<file path="config.mk">
export PLATFORM = sky130hd
export DESIGN_NAME = port_probe_reply_classifier
export DESIGN_NICKNAME = d
export VERILOG_FILES = /design/src/rtl/core/ppc_pkg.sv /design/src/rtl/core/port_probe_reply_classifier.sv /design/src/rtl/core/ppc_front.sv /design/src/rtl/core/ppc_queue.sv /design/src/rtl/core/ppc_back.sv
export SDC_FILE = /design/constraint.sdc
export NUM_CORES = 1
export LEC_CHECK = 0
export BUFFER_PORTS_ARGS = -buffer_cell sky130_fd_sc_hd__buf_4
export CORE_ASPECT_RATIO = 0.7
export CORE_MARGIN = 1.5
export CORE_UTILIZATION = 60
export DETAILED_ROUTE_END_ITERATION = 12
export PLACE_DENSITY_LB_ADDON = 0.25
export RECOVER_POWER = 25
export SLEW_MARGIN = 20
export SYNTH_ARGS = -nofsm -noshare
export SYNTH_HDL_FRONTEND = slang
export SYNTH_HIERARCHICAL = 1
export SYNTH_SLANG_ARGS = --single-unit
</file>
<file path="constraint.sdc">
create_clock -name clk -period 11 [get_ports clk]
set_input_delay 0.55 -clock clk [delete_from_list [all_inputs] [get_ports clk]]
set_output_delay 0.55 -clock clk [all_outputs]
set_load 0.05 [all_outputs]
</file>
<file path="src/rtl/core/ppc_pkg.sv">
// Shared types and constants for the port probe reply classifier.
package ppc_pkg;

  localparam logic [2:0] ST_UNKNOWN  = 3'd0;
  localparam logic [2:0] ST_OPEN     = 3'd1;
  localparam logic [2:0] ST_CLOSED   = 3'd2;
  localparam logic [2:0] ST_FILTERED = 3'd3;
  localparam logic [2:0] ST_UNFILT   = 3'd4;
  localparam logic [2:0] ST_OPEN_FLT = 3'd5;

  localparam logic [2:0] MODE_SYN  = 3'd0;
  localparam logic [2:0] MODE_ACK  = 3'd1;
  localparam logic [2:0] MODE_FIN  = 3'd2;
  localparam logic [2:0] MODE_XMAS = 3'd4;
  localparam logic [2:0] MODE_UDP  = 3'd5;

  localparam logic [2:0] REG_LINK_KIND   = 3'd0;
  localparam logic [2:0] REG_SCAN_MODE   = 3'd1;
  localparam logic [2:0] REG_TARGET_PORT = 3'd2;
  localparam logic [2:0] REG_LOCAL_PORT  = 3'd3;
  localparam logic [2:0] REG_TARGET_ADDR = 3'd4;
  localparam logic [2:0] REG_LOCAL_ADDR  = 3'd5;

  localparam logic [7:0] PROTO_ICMP = 8'd1;
  localparam logic [7:0] PROTO_TCP  = 8'd6;
  localparam logic [7:0] PROTO_UDP  = 8'd17;
  localparam logic [7:0] PORT_UNREACH = 8'd3;
  localparam logic [8:0] ETH_HDR_LEN = 9'd14;
  localparam logic [8:0] SLL_HDR_LEN = 9'd16;
  localparam logic [8:0] ICMP_INNER_OFF = 9'd8;

  localparam int QDEPTH = 2;

  // per-job summary (frame end or wait-over) handed from front to back
  typedef struct packed {
    logic       is_final;
    logic [2:0] state;
  } job_t;

  typedef struct packed {
    logic [1:0]  link_kind;
    logic [2:0]  scan_mode;
    logic [15:0] target_port;
    logic [15:0] local_port;
    logic [31:0] target_addr;
    logic [31:0] local_addr;
  } cfg_t;

endpackage

</file>
<file path="src/rtl/core/port_probe_reply_classifier.sv">
// A frame-end or wait-over item's result passes through the job queue and then the output register.
// Throughput: one byte item per cycle while the job queue is not full; the classifier works on the byte in flight.
// A two-entry job queue decouples the parser from the output register.
// Reset (synchronous, active low) clears configuration, queue count, frame state and verdict latch.
// Top level of the port probe reply classifier.
module port_probe_reply_classifier (
  input  logic        clk,
  input  logic        rst_n,
  input  logic        in_tvalid,
  output logic        in_tready,
  input  logic [7:0]  in_tdata,   // [7:0] data_byte
  input  logic        in_tlast,   // last_byte
  input  logic        in_tuser,   // operation
  output logic        out_tvalid,
  input  logic        out_tready,
  output logic [7:0]  out_tdata,  // [0] frame_decisive, [3:1] port_state
  output logic        out_tuser,  // verdict_kind
  input  logic        cfg_we,
  input  logic [2:0]  cfg_index,
  input  logic [31:0] cfg_wdata
);
  import ppc_pkg::*;

  cfg_t cfg_r;
  logic in_go, fj_valid, q_full, q_valid, q_take;
  job_t fj, qj;
  logic [7:0] bd;

  always_ff @(posedge clk) begin
    if (!rst_n) cfg_r <= '0;
    else if (cfg_we) begin
      case (cfg_index)
        REG_LINK_KIND:   cfg_r.link_kind   <= cfg_wdata[1:0];
        REG_SCAN_MODE:   cfg_r.scan_mode   <= cfg_wdata[2:0];
        REG_TARGET_PORT: cfg_r.target_port <= cfg_wdata[15:0];
        REG_LOCAL_PORT:  cfg_r.local_port  <= cfg_wdata[15:0];
        REG_TARGET_ADDR: cfg_r.target_addr <= cfg_wdata;
        REG_LOCAL_ADDR:  cfg_r.local_addr  <= cfg_wdata;
        default: ;
      endcase
    end
  end

  assign in_tready = !q_full;
  assign in_go = in_tvalid && in_tready;

  ppc_front u_front (
    .clk(clk), .rst_n(rst_n), .cfg(cfg_r), .in_go(in_go), .op(in_tuser),
    .data(in_tdata), .last(in_tlast), .job_valid(fj_valid), .job(fj)
  );

  ppc_queue u_queue (
    .clk(clk), .rst_n(rst_n), .wr_en(fj_valid), .wr_job(fj), .full(q_full),
    .rd_valid(q_valid), .rd_en(q_take), .rd_job(qj)
  );

  ppc_back u_back (
    .clk(clk), .rst_n(rst_n), .scan_mode(cfg_r.scan_mode), .job_valid(q_valid),
    .job(qj), .job_take(q_take), .out_tvalid(out_tvalid), .out_tready(out_tready),
    .out_tdata(bd)
  );

  assign out_tuser = bd[0];
  assign out_tdata = {4'd0, bd[4:1]};

endmodule

</file>
<file path="src/rtl/core/ppc_front.sv">
// Front part: byte capture and per-frame classification.
module ppc_front (
  input  logic          clk,
  input  logic          rst_n,
  input  ppc_pkg::cfg_t cfg,
  input  logic          in_go,
  input  logic          op,
  input  logic [7:0]    data,
  input  logic          last,
  output logic          job_valid,
  output ppc_pkg::job_t job
);
  import ppc_pkg::*;

  logic [7:0]  pos_r, pos_nxt;
  logic [7:0]  vihl_r, vihl_nxt, proto_r, proto_nxt;
  logic [63:0] addr_r, addr_nxt;
  logic [31:0] ports_r, ports_nxt;
  logic [5:0]  flags_r, flags_nxt;
  logic [15:0] icmp_r, icmp_nxt;
  logic [15:0] inner_r, inner_nxt;
  logic [31:0] iports_r, iports_nxt;

  logic [8:0] p, L, t, ii, j, n;
  logic [7:0] ihl2b;
  logic [2:0] st;
  logic [3:0] ihl, ihl2;

  always_comb begin
    p = {1'b0, pos_r};
    case (cfg.link_kind)
      2'd1:    L = ETH_HDR_LEN;
      2'd2:    L = SLL_HDR_LEN;
      default: L = 9'd0;
    endcase
    vihl_nxt = vihl_r; proto_nxt = proto_r; addr_nxt = addr_r; ports_nxt = ports_r;
    flags_nxt = flags_r; icmp_nxt = icmp_r; inner_nxt = inner_r; iports_nxt = iports_r;
    if (p == L) vihl_nxt = data;
    if (p == L + 9'd9) proto_nxt = data;
    if (p >= L + 9'd12 && p < L + 9'd20)
      addr_nxt[8'(7 - 3'(p - L - 9'd12)) * 8 +: 8] = data;
    ihl = vihl_nxt[3:0];
    t = L + {3'd0, ihl, 2'b00};
    ii = t + ICMP_INNER_OFF;
    if (ihl >= 4'd5) begin
      if (p >= t && p < t + 9'd4) ports_nxt[(3 - 2'(p - t)) * 8 +: 8] = data;
      if (p == t + 9'd13) flags_nxt = data[5:0];
      if (p == t) icmp_nxt[15:8] = data;
      if (p == t + 9'd1) icmp_nxt[7:0] = data;
      if (p == ii) inner_nxt[15:8] = data;
      if (p == ii + 9'd9) inner_nxt[7:0] = data;
    end
    ihl2 = inner_nxt[11:8];
    ihl2b = {2'd0, ihl2, 2'b00};
    j = ii + {1'b0, ihl2b};
    if (ihl >= 4'd5 && ihl2 >= 4'd5 && p >= j && p < j + 9'd4)
      iports_nxt[(3 - 2'(p - j)) * 8 +: 8] = data;
    pos_nxt = (pos_r != 8'hFF) ? pos_r + 8'd1 : pos_r;
    n = {1'b0, pos_nxt};

    st = ST_UNKNOWN;
    if (vihl_nxt[7:4] == 4'd4 && ihl >= 4'd5 && n >= L + 9'd20 &&
        addr_nxt[63:32] == cfg.target_addr && addr_nxt[31:0] == cfg.local_addr) begin
      if (cfg.scan_mode <= MODE_XMAS) begin
        if (proto_nxt == PROTO_TCP && n >= t + 9'd14 && ports_nxt[31:16] == cfg.target_port
            && ports_nxt[15:0] == cfg.local_port) begin
          if (cfg.scan_mode == MODE_SYN) begin
            if (flags_nxt[4] && flags_nxt[1]) st = ST_OPEN;
            else if (flags_nxt[2]) st = ST_CLOSED;
          end else if (cfg.scan_mode == MODE_ACK) begin
            if (flags_nxt[2]) st = ST_UNFILT;
          end else if (flags_nxt[2]) st = ST_CLOSED;
        end
      end else if (cfg.scan_mode == MODE_UDP) begin
        if (proto_nxt == PROTO_UDP) begin
          if (n >= t + 9'd4 && ports_nxt[31:16] == cfg.target_port &&
              ports_nxt[15:0] == cfg.local_port) st = ST_OPEN;
        end else if (proto_nxt == PROTO_ICMP) begin
          if (n >= t + 9'd2 && icmp_nxt == {PORT_UNREACH, PORT_UNREACH} &&
              inner_nxt[15:12] == 4'd4 && ihl2 >= 4'd5 && inner_nxt[7:0] == PROTO_UDP &&
              n >= j + 9'd4 && iports_nxt[31:16] == cfg.local_port &&
              iports_nxt[15:0] == cfg.target_port) st = ST_CLOSED;
        end
      end
    end
  end

  assign job_valid = in_go && (op || last);
  assign job.is_final = op;
  assign job.state = op ? ST_UNKNOWN : st;

  always_ff @(posedge clk) begin
    if (!rst_n || (in_go && (op || last))) begin
      pos_r <= '0; vihl_r <= '0; proto_r <= '0; addr_r <= '0; ports_r <= '0;
      flags_r <= '0; icmp_r <= '0; inner_r <= '0; iports_r <= '0;
    end else if (in_go) begin
      pos_r <= pos_nxt; vihl_r <= vihl_nxt; proto_r <= proto_nxt; addr_r <= addr_nxt;
      ports_r <= ports_nxt; flags_r <= flags_nxt; icmp_r <= icmp_nxt;
      inner_r <= inner_nxt; iports_r <= iports_nxt;
    end
  end

endmodule

</file>
<file path="src/rtl/core/ppc_queue.sv">
// Short job queue between front and back.
module ppc_queue (
  input  logic          clk,
  input  logic          rst_n,
  input  logic          wr_en,
  input  ppc_pkg::job_t wr_job,
  output logic          full,
  output logic          rd_valid,
  input  logic          rd_en,
  output ppc_pkg::job_t rd_job
);
  import ppc_pkg::*;

  job_t       mem_r [QDEPTH];
  logic       wp_r, rp_r;
  logic [1:0] cnt_r;

  assign full = (cnt_r == 2'(QDEPTH));
  assign rd_valid = (cnt_r != 2'd0);
  assign rd_job = mem_r[rp_r];

  always_ff @(posedge clk) begin
    if (wr_en) mem_r[wp_r] <= wr_job;
    if (!rst_n) begin
      wp_r <= 1'b0; rp_r <= 1'b0; cnt_r <= '0;
    end else begin
      if (wr_en) wp_r <= ~wp_r;
      if (rd_en) rp_r <= ~rp_r;
      cnt_r <= cnt_r + 2'(wr_en) - 2'(rd_en);
    end
  end

endmodule

</file>
<file path="src/rtl/core/ppc_back.sv">
// Back part: verdict latch and output register.
module ppc_back (
  input  logic          clk,
  input  logic          rst_n,
  input  logic [2:0]    scan_mode,
  input  logic          job_valid,
  input  ppc_pkg::job_t job,
  output logic          job_take,
  output logic          out_tvalid,
  input  logic          out_tready,
  output logic [7:0]    out_tdata
);
  import ppc_pkg::*;

  logic       dec_r;
  logic [2:0] lat_r;
  logic       ov_r;
  logic [4:0] od_r, od_nxt;

  assign job_take = job_valid && (!ov_r || out_tready);
  assign out_tvalid = ov_r;
  assign out_tdata = {3'd0, od_r};

  always_comb begin
    if (job.is_final) begin
      if (dec_r) od_nxt = {lat_r, 1'b0, 1'b1};
      else if (scan_mode <= MODE_ACK) od_nxt = {ST_FILTERED, 2'b01};
      else if (scan_mode <= MODE_UDP) od_nxt = {ST_OPEN_FLT, 2'b01};
      else od_nxt = {ST_UNKNOWN, 2'b01};
    end else begin
      od_nxt = {job.state, (job.state != ST_UNKNOWN), 1'b0};
    end
  end

  always_ff @(posedge clk) begin
    if (job_take) od_r <= od_nxt;
    if (!rst_n) begin
      ov_r <= 1'b0; dec_r <= 1'b0; lat_r <= '0;
    end else begin
      if (job_take) ov_r <= 1'b1;
      else if (out_tready) ov_r <= 1'b0;
      if (job_take) begin
        if (job.is_final) begin
          dec_r <= 1'b0; lat_r <= '0;
        end else if (job.state != ST_UNKNOWN && !dec_r) begin
          dec_r <= 1'b1; lat_r <= job.state;
        end
      end
    end
  end

endmodule

</file>
==> summary.txt <==
Placed inst area: 20000 um^2
Clock sinks: 311
Dpl cells: 2723
Detailed Routing Iterations Pass 1: 6
Post-synthesis cell count: 2341
CP Max Fanout: 13
Area of the multi-input gates: 12000 um^2
Via count: 18400
Min cycle time layout: 10.33 ns
Post-Syn Area: 19300 um^2
Total GRT Usage: 0.411
Die width: 217 um
Pleak: 8.31 nW
Final setup vio count: 0
Post-route cell area: 20900 um^2
Final GP Congestion: 1.04
Initial antenna violation count: 1
Flop pwr share: 0.373
Max frequency: 96.8 MHz
Share of layout cells above drive strength 1: 0.0804
Placeable Area: 31400 um^2
Worst-case clock buffer depth: 3
I/O Buffers: 56
Crit start category: flop
Crit path capture type: flop
Comb pwr share: 0.294
Slew @ Worst Pin: 3.41 ns
Relative slew slack: -1.27
CTS Buf Count: 31
Vias/cell: 6.59
WS Path Type: reg -> reg
Ys Warns: 6
IO Count: 61
Final period util: 0.939
Cell Pwr Density: 155 nW/um^2
WP data required: 11.43 ns
RR Startpoint: cfg_r[100]
Psw: 1.16 mW
Global route overflow: 0
Clk pwr share: 0.333
Fill count: 2644
R2R Setup Slk: 0.67 ns
Top cell by count, worst path: ha_1
CP endpoint: u_queue/mem_r[0][1]
RR Endpoint: u_queue/mem_r[0][1]
Critical Path Max Stage Delay: 0.52 ns
Clk_lat worst skew: 0.61 ns
Routed WL per cell: 25.0 um
Clock skew: 0.0259 ns
NumNets Final: 2477
Failing checks: max-capacitance violations, max-slew violations
WL final: 69700 um
First-pass GRT wire length: 104000 um
Max VDD drop: 0.000155 V
Crit path from: cfg_r[100]
MaxCap Viol Count: 2
Register Area: 6360 um^2
Avg Cell Area, Syn: 8.22 um^2
Slew Limit Fails: 127
CTS tree: built
CTS Root Buffer Type: clkbuf_16
Design Power: 3.24 mW
Sw Ratio: 0.358
Row cnt: 54
HPWL Detailed: 51700 um
Non-Filler Instances: 2785
Final hold viol count: 0
Layout area overhead: 8.75%
Detailed Route Iter0 Violations: 3146
Slowest cell on the critical path: or4b_4
Die Y: 153 um
Clk pin slew, worst setup/hold paths: 0.07 ns
H-tree depth: 1
Remaining DRCs: 0
Vias in the first global route: 16700
Post-DRT Antenna Nets: 0
Setup Total Neg Slack: 0 ns
Initial Utilization: 0.614
Hold crit path type: in -> reg
Reg2Reg Depth: 38
Status: finished with violations
Die Area: 33200 um^2
Design internal power: 2.08 mW
Largest net degree at the start of global routing: 89
# hold bufs at CTS: 0
Critical path arrival: 10.76 ns
RSZ-0062 raised after global routing: no
worst max-delay path, delay by kind of cell, from the launching register on:
family                   cells  cell delay [ns]
flip-flops                   1             0.37
AND/OR/NAND/NOR              9             2.27
adder cells (fa/ha/maj)     10             3.22
AO/OA/AOI/OAI                9             2.04
XOR/XNOR                     2             0.28
buffers and inverters        5             0.75
multiplexers                 3             1.18
per-layer routing:
metal | vias up | routed length [um] | track usage
met3 | 117 | 9770 | 0.131
met1 | 8785 | 31200 | 0.615
li1 | 8243 | - | -
met4 | 0 | 1650 | 0.0962
met5 | - | 0 | 0
met2 | 1206 | 27100 | 0.563
how the worst min path moves through the flow:
stage	startpoint	to	slack, ns	cells past startpoint
after floorplan	u_front/vihl_r[5]	u_front/vihl_r[5]	0.43	2
after global placement	u_front/addr_r[35]	u_front/addr_r[35]	0.44	2
after detailed placement	u_front/vihl_r[5]	u_front/vihl_r[5]	0.44	2
after CTS	cfg_wdata[20]	cfg_r[20]	0.21	3
after global routing	cfg_wdata[23]	cfg_r[55]	0.23	3
final	cfg_wdata[20]	cfg_r[20]	0.22	3
cell type report:
cell class	count	area share
inverters	79	0.0142
flip-flops and latches	311	0.304
clock inverters	12	0.00687
diodes	2	0.000239
well taps	420	0.0251
multi-input cells	1811	0.572
clock buffers	45	0.0415
repair buffers	105	0.0368
repair_timing:
| item | in CTS | in global routing |
|---|---|---|
| buffers inserted | 0 | 3 |
| endpoints found under the setup margin | 0 | 2 |
| resized for setup | 0 | 2 |
per-stage QoR:
stage	utilization	worst slack, ns	hold WS, ns
2_1_floorplan	-	1.67	0.431
3_3_place_gp	0.635	0.709	0.437
3_5_place_dp	0.636	0.398	0.444
4_1_cts	0.669	0.327	0.214
5_1_grt	0.668	0.0420	0.234
6_report	0.668	0.673	0.220
state kept, by name (all words and copies together), names as in the netlist, 2 cells and up, named ones only:
signal,cells
u_front/pos_r,8
cfg_r,101
u_back/od_r,5
u_front/addr_r,64
u_queue/mem_r,8
u_front/vihl_r,8
u_front/proto_r,8
u_front/inner_r,16
u_front/flags_r,3
u_front/ports_r,32
u_back/lat_r,3
u_queue/cnt_r,2
u_front/icmp_r,16
u_front/iports_r,32
power groups by stage:
stage               combinational (mW)  clock [mW]  sequential, mW
floorplan                        0.606           0            1.25
global placement                 0.892           0            1.23
detailed placement               0.907           0            1.23
CTS                              0.917        1.08            1.21
global route                      1.00        1.13            1.21
finish                           0.951        1.08            1.21
cell usage in the layout, fill, tap and decap left out, drive strengths merged, types with 6 or more instances in the layout:
cell and instances:
a2111oi 8, a211oi 14, a21o 13, a21oi 176, a221oi 12, a22oi 9, a31oi 13, and2 29
and3 10, buf 95, clkbuf 55, clkinv 6, dfxtp 298, edfxtp 13, ha 86, inv 80
mux2 15, mux2i 251, nand2 339, nand2b 18, nand3 73, nand4 20, nor2 226, nor2b 36
nor3 60, nor3b 11, nor4 28, nor4b 11, o2111ai 6, o211ai 11, o21a 19, o21ai 54
o22ai 22, or3 7, xnor2 82, xor2 43
No activity file was read; power rests on OpenSTA's default activity.
